File: config.mk
export PLATFORM = sky130hd
export DESIGN_NAME = modular_exponentiation
export DESIGN_NICKNAME = d
export VERILOG_FILES = /design/src/hdl/modexp_pkg.sv /design/src/hdl/modexp_dp.sv /design/src/hdl/modexp_ctrl.sv /design/src/hdl/modular_exponentiation.sv
export SDC_FILE = /design/constraint.sdc
export NUM_CORES = 1
export LEC_CHECK = 0
export ABC_AREA = 1
export BUFFER_PORTS_ARGS = -buffer_cell sky130_fd_sc_hd__buf_2
export CORE_UTILIZATION = 40
export DETAILED_ROUTE_END_ITERATION = 7
export SLEW_MARGIN = 20
export SYNTH_ARGS = -nofsm -noshare
export SYNTH_HDL_FRONTEND = slang
export SYNTH_SLANG_ARGS = --single-unit
File: constraint.sdc
create_clock -name clock -period 11.35 [get_ports clock]
set_clock_uncertainty 0.2 [all_clocks]
set_input_delay 2.27 -clock clock [delete_from_list [all_inputs] [get_ports clock]]
set_output_delay 2.27 -clock clock [all_outputs]
set_load 0.05 [all_outputs]
File: src/hdl/modexp_pkg.sv
// shared types and constants for the modular exponentiation block
// no dependencies
`timescale 1ns / 1ps

package modexp_pkg;

   localparam int WIDTH_DEF   = 16;
   localparam int CSR_INDEX_W = 2;

   localparam logic [CSR_INDEX_W-1:0] REG_EXPONENT = 2'd0;
   localparam logic [CSR_INDEX_W-1:0] REG_MODULUS  = 2'd1;

   typedef enum logic [2:0] {
      OP_NONE,
      OP_LOAD,
      OP_RED,
      OP_WR_BASE,
      OP_MUL_ACC,
      OP_MUL_SQ,
      OP_WR_ACC,
      OP_WR_SQ
   } dp_op_type;

   typedef struct packed {
      dp_op_type op;
      logic      load_rsp;
   } dp_cmd_type;

   typedef struct packed {
      logic exp_lsb;
      logic mod_zero;
   } dp_status_type;

   typedef enum logic [3:0] {
      S_IDLE,
      S_BASE_RED,
      S_BASE_WR,
      S_NEXT,
      S_MUL_A,
      S_RED_A,
      S_WR_A,
      S_MUL_S,
      S_RED_S,
      S_WR_S,
      S_FINISH
   } ctl_state_type;

endpackage

File: src/hdl/modexp_dp.sv
// datapath: config registers, multiplier, bit-serial remainder, accumulator and square
// depends on modexp_pkg
`timescale 1ns / 1ps

module modexp_dp #(
   parameter int WIDTH = modexp_pkg::WIDTH_DEF
) (
   input  logic                                clock,
   input  logic                                reset,
   input  logic                                csr_we,
   input  logic [modexp_pkg::CSR_INDEX_W-1:0]  csr_index,
   input  logic [WIDTH-1:0]                    csr_wdata,
   input  logic [WIDTH-1:0]                    req_base,
   input  modexp_pkg::dp_cmd_type              cmd,
   output modexp_pkg::dp_status_type           status,
   output logic [WIDTH-1:0]                    rsp_power,
   output logic                                rsp_zero_modulus
);
   import modexp_pkg::*;

   logic [WIDTH-1:0]   exp_cfg_ff;
   logic [WIDTH-1:0]   mod_ff;
   logic [WIDTH-1:0]   acc_ff;
   logic [WIDTH-1:0]   sq_ff;
   logic [WIDTH-1:0]   exp_ff;
   logic [2*WIDTH-1:0] prod_ff;
   logic [WIDTH-1:0]   rem_ff;
   logic [WIDTH-1:0]   power_ff;
   logic               zm_ff;

   logic [WIDTH-1:0]   mul_x;
   logic [2*WIDTH-1:0] prod_mul;
   logic [WIDTH:0]     r_ext;
   logic [WIDTH:0]     r_diff;
   logic [WIDTH-1:0]   rem_in;
   logic               mod_zero;
   logic               mod_one;

   assign mod_zero = (mod_ff == '0);
   assign mod_one  = (mod_ff == WIDTH'(1));

   assign mul_x    = (cmd.op == OP_MUL_ACC) ? acc_ff : sq_ff;
   assign prod_mul = mul_x * sq_ff;

   // one restoring step: shift in the next product bit, subtract modulus if it fits
   assign r_ext  = {rem_ff, prod_ff[2*WIDTH-1]};
   assign r_diff = r_ext - {1'b0, mod_ff};
   assign rem_in = (r_ext >= {1'b0, mod_ff}) ? r_diff[WIDTH-1:0] : r_ext[WIDTH-1:0];

   always_ff @(posedge clock) begin
      if (reset) begin
         exp_cfg_ff <= '0;
         mod_ff     <= '0;
      end else if (csr_we) begin
         unique case (csr_index)
            REG_EXPONENT: exp_cfg_ff <= csr_wdata;
            REG_MODULUS:  mod_ff     <= csr_wdata;
            default: ;
         endcase
      end
   end

   always_ff @(posedge clock) begin
      unique case (cmd.op) inside
         OP_LOAD: begin
            prod_ff <= {{WIDTH{1'b0}}, req_base};
            rem_ff  <= '0;
            acc_ff  <= mod_one ? '0 : WIDTH'(1);
            exp_ff  <= exp_cfg_ff;
         end
         OP_RED: begin
            prod_ff <= {prod_ff[2*WIDTH-2:0], 1'b0};
            rem_ff  <= rem_in;
         end
         OP_WR_BASE: begin
            sq_ff <= rem_ff;
         end
         OP_MUL_ACC, OP_MUL_SQ: begin
            prod_ff <= prod_mul;
            rem_ff  <= '0;
         end
         OP_WR_ACC: begin
            acc_ff <= rem_ff;
         end
         OP_WR_SQ: begin
            sq_ff  <= rem_ff;
            exp_ff <= {1'b0, exp_ff[WIDTH-1:1]};
         end
         default: ;
      endcase
   end

   always_ff @(posedge clock) begin
      if (cmd.load_rsp) begin
         power_ff <= mod_zero ? '0 : acc_ff;
         zm_ff    <= mod_zero;
      end
   end

   assign status.exp_lsb  = exp_ff[0];
   assign status.mod_zero = mod_zero;
   assign rsp_power        = power_ff;
   assign rsp_zero_modulus = zm_ff;

endmodule

File: src/hdl/modexp_ctrl.sv
// controller: sequences the multiply and reduce steps, owns the handshakes
// depends on modexp_pkg
`timescale 1ns / 1ps

module modexp_ctrl #(
   parameter int WIDTH = modexp_pkg::WIDTH_DEF
) (
   input  logic                      clock,
   input  logic                      reset,
   input  logic                      req_valid,
   output logic                      req_ready,
   output logic                      rsp_valid,
   input  logic                      rsp_ready,
   input  modexp_pkg::dp_status_type status,
   output modexp_pkg::dp_cmd_type    cmd
);
   import modexp_pkg::*;

   localparam int RED_CNT_W = $clog2(2 * WIDTH);
   localparam int BIT_CNT_W = $clog2(WIDTH);

   ctl_state_type        state_ff, state_in;
   logic [RED_CNT_W-1:0] red_cnt_ff, red_cnt_in;
   logic [BIT_CNT_W-1:0] bit_cnt_ff, bit_cnt_in;
   logic                 rsp_valid_ff, rsp_valid_in;
   logic                 red_last;

   assign red_last = (red_cnt_ff == RED_CNT_W'(2 * WIDTH - 1));

   always_ff @(posedge clock) begin
      if (reset) begin
         state_ff     <= S_IDLE;
         red_cnt_ff   <= '0;
         bit_cnt_ff   <= '0;
         rsp_valid_ff <= 1'b0;
      end else begin
         state_ff     <= state_in;
         red_cnt_ff   <= red_cnt_in;
         bit_cnt_ff   <= bit_cnt_in;
         rsp_valid_ff <= rsp_valid_in;
      end
   end

   always_comb begin
      state_in     = state_ff;
      red_cnt_in   = red_cnt_ff;
      bit_cnt_in   = bit_cnt_ff;
      rsp_valid_in = rsp_valid_ff && !rsp_ready;
      cmd.op       = OP_NONE;
      cmd.load_rsp = 1'b0;
      req_ready    = 1'b0;

      unique case (state_ff) inside
         S_IDLE: begin
            req_ready = 1'b1;
            if (req_valid) begin
               if (status.mod_zero) begin
                  state_in = S_FINISH;
               end else begin
                  cmd.op     = OP_LOAD;
                  red_cnt_in = '0;
                  state_in   = S_BASE_RED;
               end
            end
         end
         S_BASE_RED, S_RED_A, S_RED_S: begin
            cmd.op     = OP_RED;
            red_cnt_in = red_cnt_ff + 1'b1;
            if (red_last) begin
               red_cnt_in = '0;
               unique case (state_ff)
                  S_BASE_RED: state_in = S_BASE_WR;
                  S_RED_A:    state_in = S_WR_A;
                  default:    state_in = S_WR_S;
               endcase
            end
         end
         S_BASE_WR: begin
            cmd.op     = OP_WR_BASE;
            bit_cnt_in = '0;
            state_in   = S_NEXT;
         end
         S_NEXT: begin
            state_in = status.exp_lsb ? S_MUL_A : S_MUL_S;
         end
         S_MUL_A: begin
            cmd.op   = OP_MUL_ACC;
            state_in = S_RED_A;
         end
         S_WR_A: begin
            cmd.op   = OP_WR_ACC;
            state_in = S_MUL_S;
         end
         S_MUL_S: begin
            cmd.op   = OP_MUL_SQ;
            state_in = S_RED_S;
         end
         S_WR_S: begin
            cmd.op = OP_WR_SQ;
            if (bit_cnt_ff == BIT_CNT_W'(WIDTH - 1)) begin
               state_in = S_FINISH;
            end else begin
               bit_cnt_in = bit_cnt_ff + 1'b1;
               state_in   = S_NEXT;
            end
         end
         S_FINISH: begin
            // wait until the output register is free or being drained by a transfer
            if (!rsp_valid_ff || rsp_ready) begin
               cmd.load_rsp = 1'b1;
               rsp_valid_in = 1'b1;
               state_in     = S_IDLE;
            end
         end
         default: begin
            state_in = S_IDLE;
         end
      endcase
   end

   assign rsp_valid = rsp_valid_ff;

endmodule

File: src/hdl/modular_exponentiation.sv
// After the req transfer the base is reduced, then for each exponent bit the accumulator
// is multiplied by the square if the bit is one, and the square is squared; the remainder
// after every multiply is built one bit per cycle. A zero modulus goes straight to the result.
// One item at a time; the next one is taken while the previous result still waits in the
// output register.
// Synchronous active-high reset clears exponent, modulus and all control state.
`timescale 1ns / 1ps

module modular_exponentiation #(
   parameter int WIDTH = modexp_pkg::WIDTH_DEF
) (
   input  logic                               clock,
   input  logic                               reset,
   input  logic                               req_valid,
   output logic                               req_ready,
   input  logic [WIDTH-1:0]                   req_base,
   output logic                               rsp_valid,
   input  logic                               rsp_ready,
   output logic [WIDTH-1:0]                   rsp_power,
   output logic                               rsp_zero_modulus,
   input  logic                               csr_valid,
   output logic                               csr_ready,
   input  logic [modexp_pkg::CSR_INDEX_W-1:0] csr_index,
   input  logic [WIDTH-1:0]                   csr_wdata
);
   import modexp_pkg::*;

   dp_cmd_type    cmd;
   dp_status_type status;

   assign csr_ready = 1'b1;

   modexp_ctrl #(
      .WIDTH (WIDTH)
   ) u_ctrl (
      .clock     (clock),
      .reset     (reset),
      .req_valid (req_valid),
      .req_ready (req_ready),
      .rsp_valid (rsp_valid),
      .rsp_ready (rsp_ready),
      .status    (status),
      .cmd       (cmd)
   );

   modexp_dp #(
      .WIDTH (WIDTH)
   ) u_dp (
      .clock            (clock),
      .reset            (reset),
      .csr_we           (csr_valid && csr_ready),
      .csr_index        (csr_index),
      .csr_wdata        (csr_wdata),
      .req_base         (req_base),
      .cmd              (cmd),
      .status           (status),
      .rsp_power        (rsp_power),
      .rsp_zero_modulus (rsp_zero_modulus)
   );

   // an error result never carries a value
   assert property (@(posedge clock) disable iff (reset)
      rsp_valid && rsp_zero_modulus |-> rsp_power == '0)
      else $error("zero modulus result with nonzero power");

   // the block is busy right after taking an item
   assert property (@(posedge clock) disable iff (reset)
      req_valid && req_ready |=> !req_ready)
      else $error("input ready right after a transfer");

   // a new result only appears as the controller returns to idle
   assert property (@(posedge clock) disable iff (reset)
      $rose(rsp_valid) |-> req_ready)
      else $error("result raised while controller busy");

endmodule

==> Yosys cells after proc, flatten, opt, wreduce, memory -nomap -nowiden <==
Index checks and enable logic that the tools add are counted.
{ "op_classes": {"n_addsub": 3, "muxes": 29, "multipliers": 1, "order_cmp": 1, "n_eq_ne": 26, "reduce_logical": 22} }
{ "op_table": {"columns": ["cell", "count"], "rows": [
  ["16-bit case mux with 2 select lines", 3],
  ["32-bit case mux with 3 select lines", 1],
  ["4-bit case mux with 9 select lines", 1],
  ["16-bit by 16-bit multiplier with 32-bit output", 1],
  ["16-bit two-way mux", 2],
  ["4-bit two-way mux", 6],
  ["3-bit case mux with 7 select lines", 1],
  ["17-bit by 16-bit greater-or-equal comparator with 1-bit output", 1],
  ["16-bit by 1-bit equality test with 1-bit output (second input constant)", 1],
  ["4-bit by 3-bit equality test with 1-bit output (second input constant)", 4],
  ["4-bit equality test (second input constant)", 4],
  ["16-bit logical NOT", 1],
  ["4-bit case mux with 2 select lines", 2],
  ["16-bit subtractor", 1],
  ["5-bit two-way mux", 3],
  ["3-bit equality test (second input constant)", 4],
  ["5-bit case mux with 2 select lines", 1],
  ["2-bit nonzero test", 5],
  ["4-bit by 2-bit equality test with 1-bit output (second input constant)", 2],
  ["2-bit != test (second input constant)", 4],
  ["1-bit two-way mux", 7],
  ["3-bit by 2-bit equality test with 1-bit output (second input constant)", 2],
  ["2-bit AND reduction", 3],
  ["3-bit AND reduction", 2],
  ["other kinds (17)", 20]
]} }
{ "word_totals": {"register_bits": 159, "word_cells": 95, "output_inout_bits": 20, "in_bits": 39} }

==> Longest topological paths before layout <==
{ "depth": {"word_depth": 8, "depth_mapped": 35, "depth_no_buf": 33} }

==> By module <==
A second synthesis with hierarchy kept.
{ "unflattened": {"cells_unflattened": 2116, "area_unflattened_um2": 16816.1} }
{ "by_module_without_submodules": {"columns": ["mod", "instances", "area_per_inst_um2", "seq_area_each_um2", "cells_per_inst"], "rows": [
  ["modexp_dp", 1, 15907.8, 4033.9, 1969],
  ["modexp_ctrl", 1, 897.1, 280.3, 145],
  ["modular_exponentiation", 1, 11.3, 0.0, 2]
]} }

==> Least setup slack after synthesis <==
No wires, ideal clock.
{ "synth_path": {"path_type": "reg2reg", "start": "register u_ctrl.state_ff[0]", "end": "register u_dp.prod_ff[15] (data pin)", "setup_slack_ps": 5121, "period_less_slack_ps": 6229, "path_stages_with_launch": 29, "path_buffers": 2, "t_required_ps": 10891, "t_arrival_ps": 5770, "cell_sequence": "dfxtp_1 -> buf_2 -> nor2_2 -> inv_1 -> nor2_8 -> inv_2 -> buf_6 -> nor2_1 -> inv_1 -> o21ai_2 -> inv_2 -> nand2_1 -> fa_1 -> fa_1 -> fa_1 -> inv_1 -> fa_1 -> fa_1 -> inv_1 -> fa_1 -> inv_1 -> ha_1 -> nand2_1 -> inv_1 -> a21oi_1 -> nand3_1 -> or2_2 -> nand3_1 -> nand3_1"} }
{ "synth_via": {"elab_chain_len": 7} }
{ "synth_lines": {"columns": ["item", "line", "source"], "rows": [
  ["start: declaration", "modexp_ctrl.sv:22", "ctl_state_type state_ff, state_in;"],
  ["start signal: assignment", "modexp_ctrl.sv:37", "state_ff <= state_in;"],
  ["4-bit equality test (no source line), or another cell as far along", null, null],
  ["3-bit OR reduction", "modexp_ctrl.sv:53", "unique case (state_ff) inside"],
  ["3-bit case mux with 7 select lines (*)", "modexp_ctrl.sv:53", null],
  ["3-bit equality test", "modexp_dp.sv:42", "assign mul_x = (cmd.op == OP_MUL_ACC) ? acc_ff : sq_ff;"],
  ["16-bit two-way mux", "modexp_dp.sv:42", null],
  ["16-bit by 16-bit multiplier with 32-bit output", "modexp_dp.sv:43", "assign prod_mul = mul_x * sq_ff;"],
  ["32-bit case mux with 3 select lines (*)", "modexp_dp.sv:64", "unique case (cmd.op) inside"],
  ["end signal: assignment", "modexp_dp.sv:66", "prod_ff <= {{WIDTH{1'b0}}, req_base};"],
  ["end signal: assignment", "modexp_dp.sv:72", "prod_ff <= {prod_ff[2*WIDTH-2:0], 1'b0};"],
  ["end signal: assignment", "modexp_dp.sv:79", "prod_ff <= prod_mul;"],
  ["end: declaration", "modexp_dp.sv:26", "logic [2*WIDTH-1:0] prod_ff;"]
]} }
Every way passes the cells marked *; elsewhere a longest branch is shown, timed or not.
A chain may end at the register's enable or synchronous reset.

==> Worst setup path in the final report <==
{ "layout_path": {"start": "register u_ctrl.state_ff[3]", "end": "register u_dp.prod_ff[23] (data pin)"} }
The elaborated chain is that of the path after synthesis.

==> metrics.md <==
| Metric | Value |
|---|---|
| Syn avg cell area | 7.66 sq um |
| TNS Setup | 0 ns |
| P&R area growth vs syn | 8.32% |
| Max cap viols | 0 |
| Setup ws final | 3.79 ns |
| Share of cells above drive strength 1 | 0.0684 |
| CP max stage delay | 0.63 ns |
| Ys Warns | 0 |
| N_diodes | 0 |
| Wire length per cell | 17.4 um |
| Slew @ Worst Pin | 0.890 ns |
| Gpl congestion | 0.970 |
| Relative slew slack | 0.406 |
| Crit path buffers/inverters | 7 |
| Mapped Nets | 2564 |
| Total Nets Final | 2596 |
| Vias in the first global route | 14000 |
| Num CTS Buffers | 17 |
| Max Transition Viols Final | 0 |
| Worst-path clk slew | 0.08 ns |
| Synthesized area | 16900 sq um |
| Vias | 13800 |
| Rows | 74 |
| Initial core utilization | 0.409 |
| CTS sink count | 159 |
| Sequential Area | 4310 sq um |
| Critical path class | register to register |
| Peak Freq | 132 MHz |
| Worst setup EP type | register |
| Hpwl dp | 39700 um |
| Initial DRT Pass Iterations | 5 |
| Initial DRC Count | 1063 |
| Post-CTS setup buffers | 0 |
| Yosys top cell area share | 0.231 |
| Gr ovfl total | 0 |
| Seq/Total Area, Yosys | 0.255 |
| EDFF count, synth | 113 |
| Post-synth top area cell | fa_1 |
| Die Ht | 208 um |
| Vias per cell | 4.97 |
| Fin. Hold Viols | 0 |
| Post-cts hold buffer count | 0 |
| ANT nets after route | 0 |
| Post-synth ARST share | 0 |
| Initial antenna violation count | 0 |
| Top cells by area, synth | fa_1 (23%), edfxtp_1 (20%), nand2_1 (13%), inv_1 (10%), ha_1 (9.1%) |
| Clock Latency Late Sink | 0.45 ns |
| Startpoint Class | register |
| Fillers | 4232 |
| PortBufs | 57 |
| Root Driver | clkbuf_16 |
| Longest Clk Path Bufs | 2 |
| H-tree depth | 4 |
| Delay-heaviest family, CP | adder cells |
| Hold WC Path Type | register to register |
| Core area | 41300 sq um |
| Critical-path maximum fanout | 18 |
| Worst Path Required | 11.35 ns |
| Area of the multi-input gates | 10500 sq um |
| Pre-CTS WS | 3.81 ns |
| Final min period | 7.56 ns |
| Final setup vio count | 0 |
| Remaining DRCs | 0 |
| Wire length of the first global-routing pass | 77800 um |
| I/O pin total | 59 |
| Status | complete, no violations |
| Main synth FF type | edfxtp_1 |
| CP max stage cell | fa_1 |
| Fin area | 18300 sq um |
| Unique masters post-synth | 43 |
| DIE AREA | 43100 sq um |
| CTS tree | done |
| Post-synthesis cell count | 2207 |
| Post-Route WL | 48600 um |
| Final worst-path cycle share | 0.666 |
| Die X | 208 um |
| Placed Area | 17700 sq um |
| Crit path arrival time | 7.56 ns |
| Largest net degree at the start of global routing | 38 |
| Post-synthesis register bit count | 159 |
| RSZ-0062 raised after global routing | false |
| GRT Total Usage | 0.235 |
| CTS resizes | 0 |
## synthesized netlist by cell type (3+ instances only)
| cell | number |
|---|---|
| or2_2 | 10 |
| buf_4 | 7 |
| nor2_2 | 3 |
| clkinv_1 | 3 |
| edfxtp_1 | 113 |
| xor2_1 | 4 |
| ha_1 | 123 |
| xnor2_1 | 8 |
| nand2_2 | 4 |
| o21ai_2 | 15 |
| clkbuf_1 | 36 |
| nand2_1 | 595 |
| nand3_1 | 97 |
| o21ai_0 | 48 |
| nand4_1 | 15 |
| a21oi_1 | 59 |
| dfxtp_1 | 46 |
| and3_1 | 3 |
| inv_2 | 19 |
| buf_2 | 3 |
| nor3_1 | 9 |
| fa_1 | 195 |
| nor2_1 | 300 |
| inv_1 | 466 |
| and2_1 | 3 |
## stage by stage
stage	hold WS [ns]	cells	utilization
after detailed placement	0.249	2752	0.428
final	0.259	2784	0.443
after CTS	0.260	2784	0.443
after global routing	0.282	2784	0.443
after global placement	0.244	2752	0.428
after floorplan	0.230	2207	-
## cell usage in the layout, fill, tap and decap left out, drive strengths merged
master / netlist / routed
nand2: 601 / 601
inv: 487 / 494
nor2: 305 / 305
fa: 195 / 195
ha: 123 / 123
edfxtp: 113 / 113
nand3: 97 / 97
o21ai: 65 / 65
buf: 12 / 61
a21oi: 59 / 59
dfxtp: 46 / 46
clkbuf: 36 / 17
nand4: 15 / 15
clkinv: 3 / 11
or2: 10 / 10
nor3: 10 / 10
xnor2: 8 / 8
xor2: 4 / 4
and2: 3 / 3
and3: 3 / 3
o21bai: 2 / 2
nand3b: 2 / 2
o31ai: 1 / 1
a21o: 1 / 1
a41oi: 1 / 1
a31oi: 1 / 1
o211ai: 1 / 1
o21a: 1 / 1
a311oi: 1 / 1
conb: 1 / 1
## cell type report
type                            count  area share
Multi-Input combinational cell   1510       0.576
Clock buffer                       17      0.0232
Timing Repair Buffer               61      0.0172
Inverter                          490       0.101
Sequential cell                   159       0.236
Clock inverter                     15      0.0113
Tap cell                          532      0.0364
## registers in the layout, summed over array words and instances, names as in the netlist
signal / cells
u_ctrl.state_ff: 4
u_dp.mod_ff: 16
u_dp.rsp_zero_modulus: 1
u_dp.exp_cfg_ff: 16
u_dp.sq_ff: 16
u_dp.prod_ff: 32
u_ctrl.rsp_valid: 1
u_dp.rem_ff: 16
u_dp.acc_ff: 16
u_ctrl.bit_cnt_ff: 4
u_ctrl.red_cnt_ff: 5
u_dp.rsp_power: 16
u_dp.exp_ff: 16
## cell families (layout without fill, tap and decap cells)
kind of cell	after synthesis	count (layout)	share of synthesized area
compound gates	133	133	0.0448
xor+xnor	12	12	0.00622
fa+ha+maj	318	318	0.322
buf+inv	538	583	0.122
flops	159	159	0.255
other cells	1	1	0.000222
simple gates	1046	1046	0.249
## layer usage
| metal | wire length [um] | up-vias | global-route usage |
|---|---|---|---|
| met5 | 0 | - | 0 |
| met4 | 1930 | 0 | 0.101 |
| met3 | 2930 | 109 | 0.0316 |
| met2 | 22000 | 482 | 0.375 |
| met1 | 21600 | 6519 | 0.320 |
| li1 | - | 6718 | - |
## worst register-to-register path: cells and delay by family, from the launching register on
kind                     cells  cell delay (ns)
adder cells (fa/ha/maj)      7             3.62
buffers and inverters        7             0.91
AO/OA/AOI/OAI                1             0.10
AND/OR/NAND/NOR             13             2.12
flip-flops                   1             0.37
## final timing paths
path,start,end,slack (ns),cells after the start
worst max-delay path,u_ctrl.state_ff[3]$_SDFFE_PP0P_,u_dp.prod_ff[23]$_DFFE_PP_,3.79,28
worst min-delay path,u_dp.exp_cfg_ff[15]$_SDFFE_PP0P_,u_dp.exp_cfg_ff[15]$_SDFFE_PP0P_,0.26,2
worst max register to register,u_ctrl.state_ff[3]$_SDFFE_PP0P_,u_dp.prod_ff[23]$_DFFE_PP_,3.79,28
worst min register to register,u_dp.exp_cfg_ff[15]$_SDFFE_PP0P_,u_dp.exp_cfg_ff[15]$_SDFFE_PP0P_,0.26,2
Power is not shown: default switching activity piles up to over one toggle a cycle in this logic, so the estimate is an artifact.
